<file path="config.mk">
export PLATFORM = sky130hd
export DESIGN_NAME = fifo_queue_with_delete
export DESIGN_NICKNAME = d
export VERILOG_FILES = /design/src/rtl/fqwd_pkg.sv /design/src/rtl/fqwd_ram.sv /design/src/rtl/fqwd_ctrl.sv /design/src/rtl/fqwd_dp.sv /design/src/rtl/fifo_queue_with_delete.sv
export SDC_FILE = /design/constraint.sdc
export NUM_CORES = 1
export LEC_CHECK = 0
export BUFFER_PORTS_ARGS = -buffer_cell sky130_fd_sc_hd__buf_2
export CAP_MARGIN = 10
export CORE_ASPECT_RATIO = 1.25
export CORE_MARGIN = 4
export CORE_UTILIZATION = 60
export CTS_CLUSTER_SIZE = 10
export DETAILED_ROUTE_END_ITERATION = 8
export PLACE_DENSITY = 0.77
export REMOVE_ABC_BUFFERS = 1
export SETUP_SLACK_MARGIN = 0.02
export SLEW_MARGIN = 0
export SYNTH_ARGS = -nofsm -noshare
export SYNTH_HDL_FRONTEND = slang
export SYNTH_SLANG_ARGS = --single-unit
</file>
<file path="constraint.sdc">
create_clock -name i_clk -period 4.3 [get_ports i_clk]
set_input_delay 0 -clock i_clk [delete_from_list [all_inputs] [get_ports i_clk]]
set_output_delay 0 -clock i_clk [all_outputs]
set_load 0.01 [all_outputs]
</file>
<file path="src/rtl/fqwd_pkg.sv">
// Shared types and codes for the FIFO queue with delete-by-value.
package fqwd_pkg;

    // Fixed field widths of the request and result items
    localparam int REQ_W = 2;
    localparam int VAL_W = 32;
    localparam int ST_W  = 2;
    localparam int CNT_W = 5;

    // Request types
    localparam logic [REQ_W-1:0] REQ_ENQUEUE = 2'd0;
    localparam logic [REQ_W-1:0] REQ_DEQUEUE = 2'd1;
    localparam logic [REQ_W-1:0] REQ_DELETE  = 2'd2;

    // Result status codes
    localparam logic [ST_W-1:0] ST_OK        = 2'd0;
    localparam logic [ST_W-1:0] ST_EMPTY     = 2'd1;
    localparam logic [ST_W-1:0] ST_FULL      = 2'd2;
    localparam logic [ST_W-1:0] ST_NOT_FOUND = 2'd3;

    typedef struct packed {
        logic [REQ_W-1:0] req_type;
        logic [VAL_W-1:0] item_value;
    } t_in_item;

    typedef struct packed {
        logic [ST_W-1:0]  status;
        logic [VAL_W-1:0] out_value;
        logic [CNT_W-1:0] entry_count;
    } t_out_item;

    // Controller to datapath commands
    typedef struct packed {
        logic            load;       // capture the request
        logic            enq;        // write at tail, grow
        logic            scan_start; // point the scan at the oldest entry
        logic            step;       // read the next entry, advance scan
        logic            shift_wr;   // move the read entry one slot toward head
        logic            pop_head;   // drop the oldest entry, return it
        logic            pop_tail;   // drop the newest slot after a delete
        logic            finish;     // present the result
        logic [ST_W-1:0] status;
    } t_cmd;

    // Datapath to controller status
    typedef struct packed {
        logic [REQ_W-1:0] req;
        logic             empty;
        logic             full;
        logic             match;  // entry read this cycle equals the key
        logic             last;   // scan is at the newest entry
    } t_stat;

endpackage

</file>
<file path="src/rtl/fqwd_ram.sv">
// Generic single-write, single-read RAM with registered read data.
module fqwd_ram #(
    parameter int WIDTH = 32,
    parameter int DEPTH = 16
) (
    input  logic                     i_clk,
    input  logic                     i_we,
    input  logic [$clog2(DEPTH)-1:0] i_waddr,
    input  logic [WIDTH-1:0]         i_wdata,
    input  logic [$clog2(DEPTH)-1:0] i_raddr,
    output logic [WIDTH-1:0]         o_rdata
);

    logic [WIDTH-1:0] r_mem [DEPTH];
    logic [WIDTH-1:0] r_rdata;

    always_ff @(posedge i_clk) begin
        if (i_we) begin
            r_mem[i_waddr] <= i_wdata;
        end
        r_rdata <= r_mem[i_raddr];
    end

    assign o_rdata = r_rdata;

endmodule

</file>
<file path="src/rtl/fqwd_ctrl.sv">
// Request sequencer: dispatch, dequeue read, delete scan and gap-closing shift.
module fqwd_ctrl
    import fqwd_pkg::*;
(
    input  logic  i_clk,
    input  logic  i_rst_n,
    input  logic  i_start,
    input  t_stat i_stat,
    output t_cmd  o_cmd,
    output logic  o_busy
);

    typedef enum logic [4:0] {
        S_IDLE     = 5'b00001,
        S_DISPATCH = 5'b00010,
        S_DEQ      = 5'b00100,
        S_SCAN     = 5'b01000,
        S_SHIFT    = 5'b10000
    } t_state;

    t_state r_state, n_state;
    t_cmd   cmd;

    // State register
    always_ff @(posedge i_clk) begin
        if (!i_rst_n) begin
            r_state <= S_IDLE;
        end else begin
            r_state <= n_state;
        end
    end

    // Next state and commands
    always_comb begin
        n_state = r_state;
        cmd     = '0;
        case (r_state)
            S_IDLE: begin
                if (i_start) begin
                    cmd.load = 1'b1;
                    n_state  = S_DISPATCH;
                end
            end
            S_DISPATCH: begin
                case (i_stat.req)
                    REQ_ENQUEUE: begin
                        cmd.finish = 1'b1;
                        n_state    = S_IDLE;
                        if (i_stat.full) begin
                            cmd.status = ST_FULL;
                        end else begin
                            cmd.enq    = 1'b1;
                            cmd.status = ST_OK;
                        end
                    end
                    REQ_DEQUEUE: begin
                        // read of the head slot is issued by default
                        if (i_stat.empty) begin
                            cmd.finish = 1'b1;
                            cmd.status = ST_EMPTY;
                            n_state    = S_IDLE;
                        end else begin
                            n_state = S_DEQ;
                        end
                    end
                    REQ_DELETE: begin
                        if (i_stat.empty) begin
                            cmd.finish = 1'b1;
                            cmd.status = ST_NOT_FOUND;
                            n_state    = S_IDLE;
                        end else begin
                            cmd.scan_start = 1'b1;
                            n_state        = S_SCAN;
                        end
                    end
                    default: begin
                        // unused request type: no change
                        cmd.finish = 1'b1;
                        cmd.status = ST_OK;
                        n_state    = S_IDLE;
                    end
                endcase
            end
            S_DEQ: begin
                cmd.pop_head = 1'b1;
                cmd.finish   = 1'b1;
                cmd.status   = ST_OK;
                n_state      = S_IDLE;
            end
            S_SCAN: begin
                if (i_stat.match) begin
                    if (i_stat.last) begin
                        // match on the newest entry: nothing to shift
                        cmd.pop_tail = 1'b1;
                        cmd.finish   = 1'b1;
                        cmd.status   = ST_OK;
                        n_state      = S_IDLE;
                    end else begin
                        cmd.step = 1'b1;
                        n_state  = S_SHIFT;
                    end
                end else if (i_stat.last) begin
                    cmd.finish = 1'b1;
                    cmd.status = ST_NOT_FOUND;
                    n_state    = S_IDLE;
                end else begin
                    cmd.step = 1'b1;
                end
            end
            S_SHIFT: begin
                cmd.shift_wr = 1'b1;
                if (i_stat.last) begin
                    cmd.pop_tail = 1'b1;
                    cmd.finish   = 1'b1;
                    cmd.status   = ST_OK;
                    n_state      = S_IDLE;
                end else begin
                    cmd.step = 1'b1;
                end
            end
            default: begin
                n_state = S_IDLE;
            end
        endcase
    end

    assign o_cmd  = cmd;
    assign o_busy = (r_state != S_IDLE);

endmodule

</file>
<file path="src/rtl/fqwd_dp.sv">
// Datapath: circular entry store, pointers, count, scan position and result.
module fqwd_dp
    import fqwd_pkg::*;
#(
    parameter int DEPTH       = 16,
    parameter int VALUE_WIDTH = 32
) (
    input  logic      i_clk,
    input  logic      i_rst_n,
    input  t_in_item  i_req,
    input  t_cmd      i_cmd,
    output t_stat     o_stat,
    output logic      o_done,
    output t_out_item o_result
);

    localparam int AW = $clog2(DEPTH);
    localparam int CW = $clog2(DEPTH + 1);

    logic [AW-1:0]          r_head, r_tail, r_ptr, r_wptr, r_idx;
    logic [CW-1:0]          r_count, n_count;
    logic [REQ_W-1:0]       r_req;
    logic [VALUE_WIDTH-1:0] r_val;
    logic                   r_done;
    t_out_item              r_result;

    logic [AW-1:0]            ptr_next, raddr, waddr;
    logic                     we;
    logic [VALUE_WIDTH-1:0]   wdata, rdata;
    logic [VALUE_WIDTH+VAL_W-1:0] val_ext, rd_ext;
    logic [CW+CNT_W-1:0]      cnt_ext;

    // Advance a slot index around the ring
    function automatic logic [AW-1:0] wrap_inc(input logic [AW-1:0] p);
        wrap_inc = (p == AW'(DEPTH - 1)) ? '0 : p + AW'(1);
    endfunction

    assign ptr_next = wrap_inc(r_ptr);

    // Store access: scan reads follow the scan pointer, otherwise the head
    assign raddr = i_cmd.step ? ptr_next : r_head;
    assign we    = i_cmd.enq | i_cmd.shift_wr;
    assign waddr = i_cmd.enq ? r_tail : r_wptr;
    assign wdata = i_cmd.enq ? r_val : rdata;

    fqwd_ram #(
        .WIDTH(VALUE_WIDTH),
        .DEPTH(DEPTH)
    ) u_ram (
        .i_clk  (i_clk),
        .i_we   (we),
        .i_waddr(waddr),
        .i_wdata(wdata),
        .i_raddr(raddr),
        .o_rdata(rdata)
    );

    // Width fitting of the value fields
    assign val_ext = {{VALUE_WIDTH{1'b0}}, i_req.item_value};
    assign rd_ext  = {{VAL_W{1'b0}}, rdata};

    // Count after this cycle's update
    always_comb begin
        n_count = r_count;
        if (i_cmd.enq) begin
            n_count = r_count + CW'(1);
        end else if (i_cmd.pop_head || i_cmd.pop_tail) begin
            n_count = r_count - CW'(1);
        end
    end

    assign cnt_ext = {{CNT_W{1'b0}}, n_count};

    // Control registers
    always_ff @(posedge i_clk) begin
        if (!i_rst_n) begin
            r_head  <= '0;
            r_tail  <= '0;
            r_count <= '0;
            r_done  <= 1'b0;
        end else begin
            r_count <= n_count;
            r_done  <= i_cmd.finish;
            if (i_cmd.enq) begin
                r_tail <= wrap_inc(r_tail);
            end else if (i_cmd.pop_tail) begin
                r_tail <= r_ptr;
            end
            if (i_cmd.pop_head) begin
                r_head <= wrap_inc(r_head);
            end
        end
    end

    // Request capture, scan position and result
    always_ff @(posedge i_clk) begin
        if (i_cmd.load) begin
            r_req <= i_req.req_type;
            r_val <= val_ext[VALUE_WIDTH-1:0];
        end
        if (i_cmd.scan_start) begin
            r_ptr <= r_head;
            r_idx <= '0;
        end else if (i_cmd.step) begin
            r_wptr <= r_ptr;
            r_ptr  <= ptr_next;
            r_idx  <= r_idx + AW'(1);
        end
        if (i_cmd.finish) begin
            r_result.status      <= i_cmd.status;
            r_result.out_value   <= i_cmd.pop_head ? rd_ext[VAL_W-1:0] : '0;
            r_result.entry_count <= cnt_ext[CNT_W-1:0];
        end
    end

    assign o_stat.req   = r_req;
    assign o_stat.empty = (r_count == '0);
    assign o_stat.full  = (r_count == CW'(DEPTH));
    assign o_stat.match = (rdata == r_val);
    assign o_stat.last  = ((CW'(r_idx) + CW'(1)) == r_count);

    assign o_done   = r_done;
    assign o_result = r_result;

endmodule

</file>
<file path="src/rtl/fifo_queue_with_delete.sv">
// FIFO queue with delete-by-value: top level joining sequencer and datapath.
// The registered result strobe follows the dispatch state for enqueue and for any
// flagged empty queue, the dequeue state for dequeue, and the scan and shift for
// delete, which move one entry per cycle through the store's single read port.
// busy stays high until the result cycle; a new request is taken in that cycle.
// Synchronous active-low reset empties the queue; store contents are not cleared.
module fifo_queue_with_delete
    import fqwd_pkg::*;
#(
    parameter int DEPTH       = 16,
    parameter int VALUE_WIDTH = 32
) (
    input  logic      i_clk,
    input  logic      i_rst_n,
    input  logic      start,
    input  t_in_item  i_req,
    output logic      busy,
    output logic      o_done,
    output t_out_item o_result
);

    t_cmd  cmd;
    t_stat stat;
    logic  ctrl_busy;

    fqwd_ctrl u_ctrl (
        .i_clk  (i_clk),
        .i_rst_n(i_rst_n),
        .i_start(start),
        .i_stat (stat),
        .o_cmd  (cmd),
        .o_busy (ctrl_busy)
    );

    fqwd_dp #(
        .DEPTH      (DEPTH),
        .VALUE_WIDTH(VALUE_WIDTH)
    ) u_dp (
        .i_clk   (i_clk),
        .i_rst_n (i_rst_n),
        .i_req   (i_req),
        .i_cmd   (cmd),
        .o_stat  (stat),
        .o_done  (o_done),
        .o_result(o_result)
    );

    assign busy = ctrl_busy;

endmodule
</file>
==> impl_metrics.toml, run 1 <==
[outcome]
status = "completed"

[grt]
antenna_found_initial = 0
grt_pass1_wl_mm = 88.7
gr-total-overflow = 0
grt_max_degree = 91
track_usage_pct = 26.4
grt_pass1_vias = 14600

[die]
start_util_pct = 61.1
num_rows = 83
io_pins = 78
die_y_um = 237
dieArea_mm2 = 0.0454
die_width_um = 191
core-area_mm2 = 0.0413

[timing]
setup_viol = 0
finClkSkew_ns = 0.0207
final_max_slew_viol_count = 0
hold_viol = 0
max_slew.worst_pin.slew_ns = 1.07
fin_crit_sh_pct = 91.4
clock.fmax_ghz = 0.255
grt_setup_unrepaired = "no"
max_slew_margin_pct = 28.2
min_period_ns = 3.93
hold_ws_ns = 0.119

[clock_tree]
cts_tree = "yes"
htree_levels = 3
cts.sinks = 648
clockRootBuffer = "clkbuf_16"
clockBufferDepth = 3
clock_latency_ns = 0.59
cts-buffers-inserted = 74
path_clk_slew_ns = 0.05

[critical_path]
critPathLaunchType = "register"
critPathMaxFanout = 90
endpoint_kind = "register"
cp_cell_sequence = "ha_1, xnor2_1, o211ai_1, a211oi_2, nand2b_1, inv_6, mux2i_4, buf_12, mux2i_1, o22ai_1, or4_1"
worst-setup-path-type = "reg -> reg"
crit_required_ns = 4.74
worstPathArrival_ns = 4.37
rr_worst_depth = 11
slowest_stage = "or4_1"
slowest_delay_ns = 0.57

[logic_synthesis]
synth_top_area_share_pct = 70.6
synth_top_cell_by_area = "edfxtp_1"
synth_top_flop_cell = "edfxtp_1"
syn-cell-area_mm2 = 0.0252
ys_ff_latch = 648
synth-async-reset-ratio_pct = 0
avgSynthCellArea_um2 = 16.5
synthTopCellsByArea = "edfxtp_1 (71%), mux2i_1 (10%), dfxtp_1 (4.4%)"
postSynthCellCount = 1527
synth_seq_area_share_pct = 74.9
yosysWarnings = 0
yosysUniqueCellTypes = 52
synth_edf_count = 593

[power_and_ir_drop]
ir_drop_mv = 0.319
p_leak_nw = 11.6
powerDensity_mw_per_mm2 = 433

[detailed_routing]
drtIter0Drc = 1575
dr_total_vias = 14400
routed_wl_mm = 60.0
ant_nets = 0
dr.pass1.iters = 7
wl_per_cell_um = 26.3
post_drt_via_cell_ratio = 6.30
drcViolationCount = 0

[placed_design]
numPortBuffers = 77
gp_congestion = 0.856
dp_cells = 2123
dp_hpwl_mm = 31.9

[worst_hold_path]
min_path_cells = 2
hp-class = "in -> reg"

[run]
cap_violations = 0

[layout]
area_growth_pct = 14.9
final_nets = 1731
fillCellCount = 2556
stdcell_count = 2281
drive_above_1_share_pct = 13.2
diodes = 0
## final cells by class
class                      instances  area (um^2)  share of cell area [%]
clock buffer                     120         2090                    7.20
tap                              552          691                    2.38
sequential                       648        18900                    65.2
timing repair buffer             151         1240                    4.29
clock inverter                     2         17.5                  0.0604
inverter                          13         53.8                   0.186
multi-input combinational        795         5990                    20.7
## flip-flops by register name, indices dropped and copies added (netlist names)
register	count
u_dp.r_tail	4
u_dp.o_result	39
u_dp.u_ram.r_mem	512
u_dp.r_head	4
u_dp.r_ptr	4
u_dp.r_req	2
u_dp.r_count	5
u_dp.r_idx	4
u_dp.o_done	1
u_ctrl.r_state	5
u_dp.r_val	32
u_dp.r_wptr	4
u_dp.u_ram.o_rdata	32
## kinds of logic after synthesis
family                   count (synthesis)  share of synthesized area, %
adder cells (fa/ha/maj)                 11                         0.545
AO/OA/AOI/OAI                          184                          4.51
flip-flops                             648                          74.9
XOR/XNOR                                45                          1.62
multiplexers                           268                          10.7
buffers and inverters                   84                          1.86
AND/OR/NAND/NOR                        287                          5.82
## cell usage after synthesis, types with 4 or more instances
cell type and instances:
nor2_1 34, ha_1 11, a21oi_1 18, nor3_1 9, edfxtp_1 593, mux2i_1 262, o31ai_1 4, and2_1 38
nand3_1 10, mux2_2 4, xnor2_1 41, o22ai_1 129, or4_1 34, and3_1 4, nand2b_1 4, nor4_1 4
inv_1 12, buf_4 7, a31oi_1 9, clkbuf_1 20, nand4_1 9, buf_2 33, nand2_1 123, dfxtp_1 55
o21ai_0 14, buf_6 6
## per-layer routing
metal / global-route usage [%] / routed length, um
met5: 0 / 0
met4: 11.3 / 2170
met3: 4.39 / 4950
met2: 43.9 / 29900
met1: 35.0 / 23000
## report_power, final
group | switching [mW] | internal, mW | leakage, nW
clock | 2.27 | 3.29 | 1.01
combinational | 0.0813 | 0.0615 | 4.72
sequential | 0.0270 | 6.83 | 5.89
total | 2.38 | 10.2 | 11.6
## path summary, 6_finish.rpt
check                                              to           from  slack, ns
worst min-delay path                   u_dp.r_val[26]      i_req[26]       0.12
worst min register to register          u_dp.r_idx[1]  u_dp.r_idx[1]       0.48
worst max-delay path            u_dp.u_ram.o_rdata[3]  u_dp.r_idx[0]       0.37
worst max register to register  u_dp.u_ram.o_rdata[3]  u_dp.r_idx[0]       0.37
## timing repair
action / 4_1_cts / 5_1_grt
hold buffers: 36 / 0
hold endpoints to repair: 68 / 0
buffers inserted: 0 / 0
gates resized for setup: 0 / 0
## worst max-delay path, delay by kind of cell, from the launching register on
family / cells / cell delay (ns)
xor gates and xnor gates: 1 / 0.20
adders and majority gates: 1 / 0.35
muxes: 2 / 0.54
DFF: 1 / 0.34
and+or+nand+nor: 2 / 1.02
buffers and inverters: 2 / 0.63
AOI/OAI and AO/OA: 3 / 0.63
## cells in the final DEF, fill, tap and decap left out, drive strengths merged, types with 5 or more instances in the layout
cell type / n
edfxtp: 593
mux2i: 263
o22ai: 129
nand2: 127
clkbuf: 120
buf: 115
dfxtp: 55
xnor2: 41
and2: 38
dlygate4sd3: 36
or4: 34
nor2: 34
a21oi: 18
o21ai: 15
inv: 15
ha: 11
nand3: 10
a31oi: 9
nor3: 9
nand4: 9
mux2: 5
and3: 5
## through the flow
| stage | utilization (%) | worst slack (ns) | setup TNS (ns) | instance area (um^2) | power [mW] |
|---|---|---|---|---|---|
| global route | 70.2 | 0.115 | 0 | 29000 | 12.9 |
| finish | 70.2 | 0.371 | 0 | 29000 | 12.6 |
| CTS | 70.2 | 0.383 | 0 | 29000 | 12.6 |
| floorplan | - | -5.23 | -167.46 | 24800 | 7.04 |
| detailed placement | 64.2 | 0.443 | 0 | 26500 | 7.10 |
| global placement | 64.2 | 0.607 | 0 | 26500 | 7.10 |
(Power assumes the default switching activity.)
==> run 2, diff against run 1 <==
clock period = 4.75 ns   (was 4.3 ns; I/O delays follow)
==> run 2 against run 1 <==
Against the previous run: hold slack lost 0.0082 ns; critical endpoint is now u_dp.u_ram.o_rdata[23]; register-to-register slack improved by 0.34 ns; critical path depth rose by 1; first-iteration DRC count rose by 13%; core utilization fell by 0.17 points; setup slack gained 0.34 ns; total power is 9.6% lower; global-route usage up 0.11 points; final area shrank 0.24%; clock power down 9.7%; sequential share of layout area grew 0.16 points.
==> impl_metrics.toml, run 2 (same netlist as run 1, synthesis figures left out) <==
[outcome]
status = "completed"

[clock_tree]
clockRootBuffer = "clkbuf_16"
htree_levels = 3
cts.sinks = 648
clockBufferDepth = 3
path_clk_slew_ns = 0.05
cts_tree = "yes"
clock_latency_ns = 0.59
cts-buffers-inserted = 74
cts_resized = 0

[layout]
largest_register_ffs = 512
drive_above_1_share_pct = 13.2
top_register = "u_dp.u_ram.r_mem"
mostFrequentLayoutCells = "edfxtp_1 (593), mux2i_1 (262), o22ai_1 (129)"
layout_commonest_cell = "edfxtp_1"
diodes = 0
stdcell_area_mm2 = 0.0289
area_growth_pct = 14.6
final_nets = 1732

[timing]
setup_viol = 0
setup_ws_ns = 0.711
clock.fmax_ghz = 0.248
max_slew.worst_pin.slew_ns = 1.12
finClkSkew_ns = 0.0163
final_max_slew_viol_count = 0
hold_viol = 0
max_slew_margin_pct = 25.4
grt_setup_unrepaired = "no"
min_period_ns = 4.04
fin_crit_sh_pct = 85.0

[critical_path]
worstPathArrival_ns = 4.49
crit_required_ns = 5.20
r2r_start = "u_dp.r_idx[0]"
worst-setup-path-type = "reg -> reg"
rr_worst_depth = 12
endpoint_kind = "register"
critPathMaxFanout = 39
critPathLaunchType = "register"
reg2reg_setup_slack_ns = 0.71
r2r_end = "u_dp.u_ram.o_rdata[23]"

[detailed_routing]
dr_total_vias = 14200
drtIter0Drc = 1774
drcViolationCount = 0
wl_per_cell_um = 26.3
ant_nets = 0
routed_wl_mm = 60.0
post_drt_via_cell_ratio = 6.23
dr.pass1.iters = 5

[power_and_ir_drop]
p_leak_nw = 11.6
powerDensity_mw_per_mm2 = 393
ir_drop_mv = 0.291

[placed_design]
pre_cts_ws_ns = 0.782
gp_congestion = 0.848
numPortBuffers = 77
dpl_cell_area_mm2 = 0.0265
dp_hpwl_mm = 32.2

[die]
dieArea_mm2 = 0.0454
die_y_um = 237
io_pins = 78
start_util_pct = 61.1
core-area_mm2 = 0.0413
die_width_um = 191
num_rows = 83

[grt]
gr-total-overflow = 0
antenna_found_initial = 0
track_usage_pct = 26.6
grt_pass1_vias = 14300
grt_pass1_wl_mm = 88.8
grt_max_degree = 55

[worst_hold_path]
hp-class = "in -> reg"
hold_start = "i_req[5]"
min_to = "u_dp.r_val[5]"
min_path_cells = 2

[run]
cap_violations = 0
-- run 2: cell count changes in the layout (fill, tap and decap cells not counted), sizes merged --
cell / delta
inv: -1
clkinv: +1
buf: +1
clkbuf: +3
-- run 2: worst max-delay path by stage --
stage                        startpoint                     end  slack [ns]  cells after the start
after global placement    u_dp.r_idx[0]  u_dp.u_ram.o_rdata[28]        0.91                     12
after global routing      u_dp.r_idx[0]  u_dp.u_ram.o_rdata[23]        0.42                     12
final                     u_dp.r_idx[0]  u_dp.u_ram.o_rdata[23]        0.71                     12
after CTS                 u_dp.r_idx[0]  u_dp.u_ram.o_rdata[25]        0.73                     12
after detailed placement  u_dp.r_idx[0]  u_dp.u_ram.o_rdata[23]        0.78                     12
after floorplan           u_dp.r_idx[0]   u_dp.u_ram.o_rdata[0]       -4.78                     10
-- run 2: report_power, final --
part	internal (mW)	switching [mW]	total, mW
sequential	6.19	0.0264	6.21
combinational	0.0552	0.0732	0.128
clock	2.96	2.06	5.02
-- run 2: per-layer routing --
metal / track usage, % / wire length (um) / share of wire, % / vias up
li1: - / - / - / 6257
met1: 35.5 / 23000 / 38 / 7129
met2: 43.9 / 29800 / 50 / 708
met3: 4.00 / 4820 / 8.0 / 135
met4: 11.7 / 2420 / 4.0 / 0
met5: 0 / 0 / 0 / -
-- run 2: what timing repair did --
action	CTS	global route
hold buffers	36	0
hold endpoints to repair	70	0
endpoints found under the setup margin	0	0
buffers inserted	0	0
-- run 2: through the flow --
stage | utilization (%) | hold slack [ns] | cells | power [mW] | setup TNS [ns]
5_1_grt | 70.0 | 0.111 | 2285 | 11.7 | 0
4_1_cts | 70.0 | 0.0871 | 2285 | 11.4 | 0
3_5_place_dp | 64.0 | 0.178 | 2124 | 6.43 | 0
3_3_place_gp | 64.0 | 0.177 | 2124 | 6.43 | 0
6_report | 70.0 | 0.111 | 2285 | 11.4 | 0
2_1_floorplan | - | 0.0989 | 1456 | 6.37 | -153.06
-- run 2: cell type report --
type	instances	area, um^2
fillers	2623	12400
multi-input cells	795	5990
clock inverters	2	25.0
well taps	552	691
flip-flops and latches	648	18900
inverters	13	53.8
repair buffers	152	1180
clock buffers	123	2080
-- run 2: critical path, cell delays in order, from the launching register on --
cell      delay, ns
dfxtp_1        0.41
ha_1           0.30
and4b_1        0.24
o21ai_1        0.08
a211oi_2       0.35
nand2b_1       0.42
inv_6          0.13
mux2i_4        0.43
buf_4          0.31
buf_12         0.29
mux2i_1        0.29
o22ai_1        0.12
or4_1          0.49
==> run 3, diff against run 2 <==
SYNTH_HIERARCHICAL = 1   (was unset)
==> run 3 against run 2 <==
Against the previous run: hold slack better by 0.0087 ns; non-clock buffer count is 12 higher; clock skew is 0.0030 ns higher; global-route usage is 1.2 points lower; critical path depth increased by 1; critical endpoint is now u_dp/u_ram/o_rdata[14]; largest cell class unchanged; largest power group unchanged.
==> impl_metrics.toml, run 3 <==
[critical_path]
critPathMaxFanout = 39
r2r_end = "u_dp/u_ram/o_rdata[14]"
rr_worst_depth = 13
r2r_start = "u_dp/r_idx[0]"
worstPathArrival_ns = 4.17
crit_required_ns = 5.21
critPathLaunchType = "register"
endpoint_kind = "register"
reg2reg_setup_slack_ns = 1.04
worst-setup-path-type = "reg -> reg"

[timing]
hold_viol = 0
hold_ws_ns = 0.120
grt_setup_unrepaired = "no"
setup_viol = 0
tns_ns = 0
max_slew_margin_pct = 27.2
min_period_ns = 3.71
max_slew.worst_pin.slew_ns = 1.09
finClkSkew_ns = 0.0193
setup_ws_ns = 1.04
final_max_slew_viol_count = 0
clock.fmax_ghz = 0.270
fin_crit_sh_pct = 78.1

[power_and_ir_drop]
switching_share_pct = 19.0
netSwitchingPower_mw = 2.19
p_leak_nw = 9.43
p_int_mw = 9.35
pwr-share-seq_pct = 53.8
total_power_mw = 11.5
ir_drop_mv = 0.266
p_comb_share_pct = 1.1
clkPwrFrac_pct = 45.1
powerDensity_mw_per_mm2 = 398

[clock_tree]
clockRootBuffer = "clkbuf_16"
path_clk_slew_ns = 0.06
cts-buffers-inserted = 74
clock_latency_ns = 0.59
htree_levels = 3
clockBufferDepth = 3
cts_tree = "yes"
cts_setup_buffers = 0
cts.sinks = 648

[layout]
final_nets = 1467
mostFrequentLayoutCells = "edfxtp_1 (593), mux4_2 (128), clkbuf_16 (81)"
largest_register_ffs = 512
drive_above_1_share_pct = 28.2
area_growth_pct = 16.2
layout_commonest_cell = "edfxtp_1"
fillCellCount = 2411
top_register = "u_dp/u_ram/r_mem"
stdcell_count = 2022
diodes = 0

[die]
num_rows = 83
start_util_pct = 60.6
core-area_mm2 = 0.0411
die_width_um = 190
die_y_um = 236
io_pins = 78
dieArea_mm2 = 0.0449

[logic_synthesis]
synth_top_area_share_pct = 71.4
ys_ff_latch = 648
synthTopCellsByArea = "edfxtp_1 (71%), mux4_2 (12%), dfxtp_1 (4.4%)"
synth-async-reset-ratio_pct = 0
syn-cell-area_mm2 = 0.0249
synthTopCellsByCount = "edfxtp_1 (593), mux4_2 (128), a22oi_1 (65)"
synth_top_cell_by_area = "edfxtp_1"
avgSynthCellArea_um2 = 20.1
yosysWarnings = 6
synth.most_common_cell = "edfxtp_1"
synth_seq_area_share_pct = 75.8
synth_top_flop_cell = "edfxtp_1"
yosysUniqueCellTypes = 52
synth_edf_count = 593
postSynthCellCount = 1238

[worst_hold_path]
hp-class = "in -> reg"
hold_start = "i_req[32]"
min_path_cells = 2
min_to = "u_dp/r_req[0]"

[placed_design]
dp_hpwl_mm = 31.7
pre_cts_ws_ns = 1.05
numPortBuffers = 77
gp_congestion = 0.802
dp_cells = 1861

[grt]
track_usage_pct = 25.3
grt_pass1_wl_mm = 84.4
gr-total-overflow = 0
grt_pass1_vias = 13300
antenna_found_initial = 0
grt_max_degree = 46

[detailed_routing]
routed_wl_mm = 55.8
dr.pass1.iters = 5
wl_per_cell_um = 27.6
ant_nets = 0
post_drt_via_cell_ratio = 6.31
dr_total_vias = 12800
drtIter0Drc = 1212
drcViolationCount = 0

[run]
cap_violations = 0

[outcome]
status = "completed"
## run 3: changes by cell type in the layout (fill, tap and decap cells not counted), sizes merged, moves of 33 or more
cell / change
mux2i: -259
mux4: +128
o22ai: -128
nand2: -83
a22oi: +65
mux2: +38
or4: -34
xor2: +33
## run 3: power by group through the flow
stage                     clock network, mW  logic, mW  registers [mW]
after detailed placement                  0      0.102            6.32
final                                  5.21      0.124            6.21
after floorplan                           0     0.0455            6.31
after global routing                   5.55      0.134            6.20
after CTS                              5.29      0.125            6.21
after global placement                    0     0.0998            6.32
## run 3: critical path, stage by stage (launching register included)
cell,delay [ns]
dfxtp_1,0.43
ha_1,0.22
nand2b_1,0.10
o21ai_1,0.14
nand3b_1,0.10
a2111oi_2,0.32
buf_4,0.21
nor3_1,0.05
buf_4,0.19
mux2_8,0.59
buf_12,0.27
mux4_2,0.52
a22oi_1,0.29
nand2_1,0.10
## run 3: layout make-up
type                            instances  area (um^2)  share of cell area [%]
Multi-Input combinational cell        521         5880                    20.3
Sequential cell                       648        18900                    65.3
Inverter                               11         41.3                   0.143
Clock buffer                          126         2200                    7.58
Timing Repair Buffer                  164         1250                    4.32
Tap cell                              552          691                    2.38
## run 3: logic make-up after synthesis
group                      count (synthesis)  share of synthesized area, %
DFF                                      648                          75.8
and+or+nand+nor                          184                          3.96
muxes                                    175                          13.7
AOI/OAI and AO/OA                        107                          3.15
buffers and inverters                     69                          1.31
xor gates and xnor gates                  45                          1.58
adders and majority gates                 10                         0.502
## run 3: how the worst max path moves through the flow
stage / start / to / slack (ns)
floorplan: u_dp/r_count[0] / u_dp/u_ram/r_mem[0][0] / -3.25
global placement: u_dp/r_idx[0] / u_dp/u_ram/o_rdata[14] / 1.10
detailed placement: u_dp/r_idx[0] / u_dp/u_ram/o_rdata[11] / 1.05
CTS: u_dp/r_idx[0] / u_dp/u_ram/o_rdata[25] / 1.0
global route: u_dp/r_idx[0] / u_dp/u_ram/o_rdata[14] / 0.71
finish: u_dp/r_idx[0] / u_dp/u_ram/o_rdata[14] / 1.04
## run 3: per-layer routing
layer	track usage [%]	routed length [um]	vias to the layer above
met5	0	0	-
met4	8.60	1510	0
met3	3.92	4090	94
met2	43.0	29400	647
met1	34.1	20800	6621
li1	-	-	5391
## run 3: timing repair
action,in CTS,in global routing
endpoints found under the setup margin,0,0
hold buffers,35,0
gates resized for setup,0,0
endpoints found under the hold margin,49,0
## run 3: through the flow
step           util, %  area (um^2)
4_1_cts           70.4        29000
5_1_grt           70.4        29000
3_3_place_gp      64.2        26400
2_1_floorplan        -        24600
3_5_place_dp      64.2        26400
6_report          70.4        29000
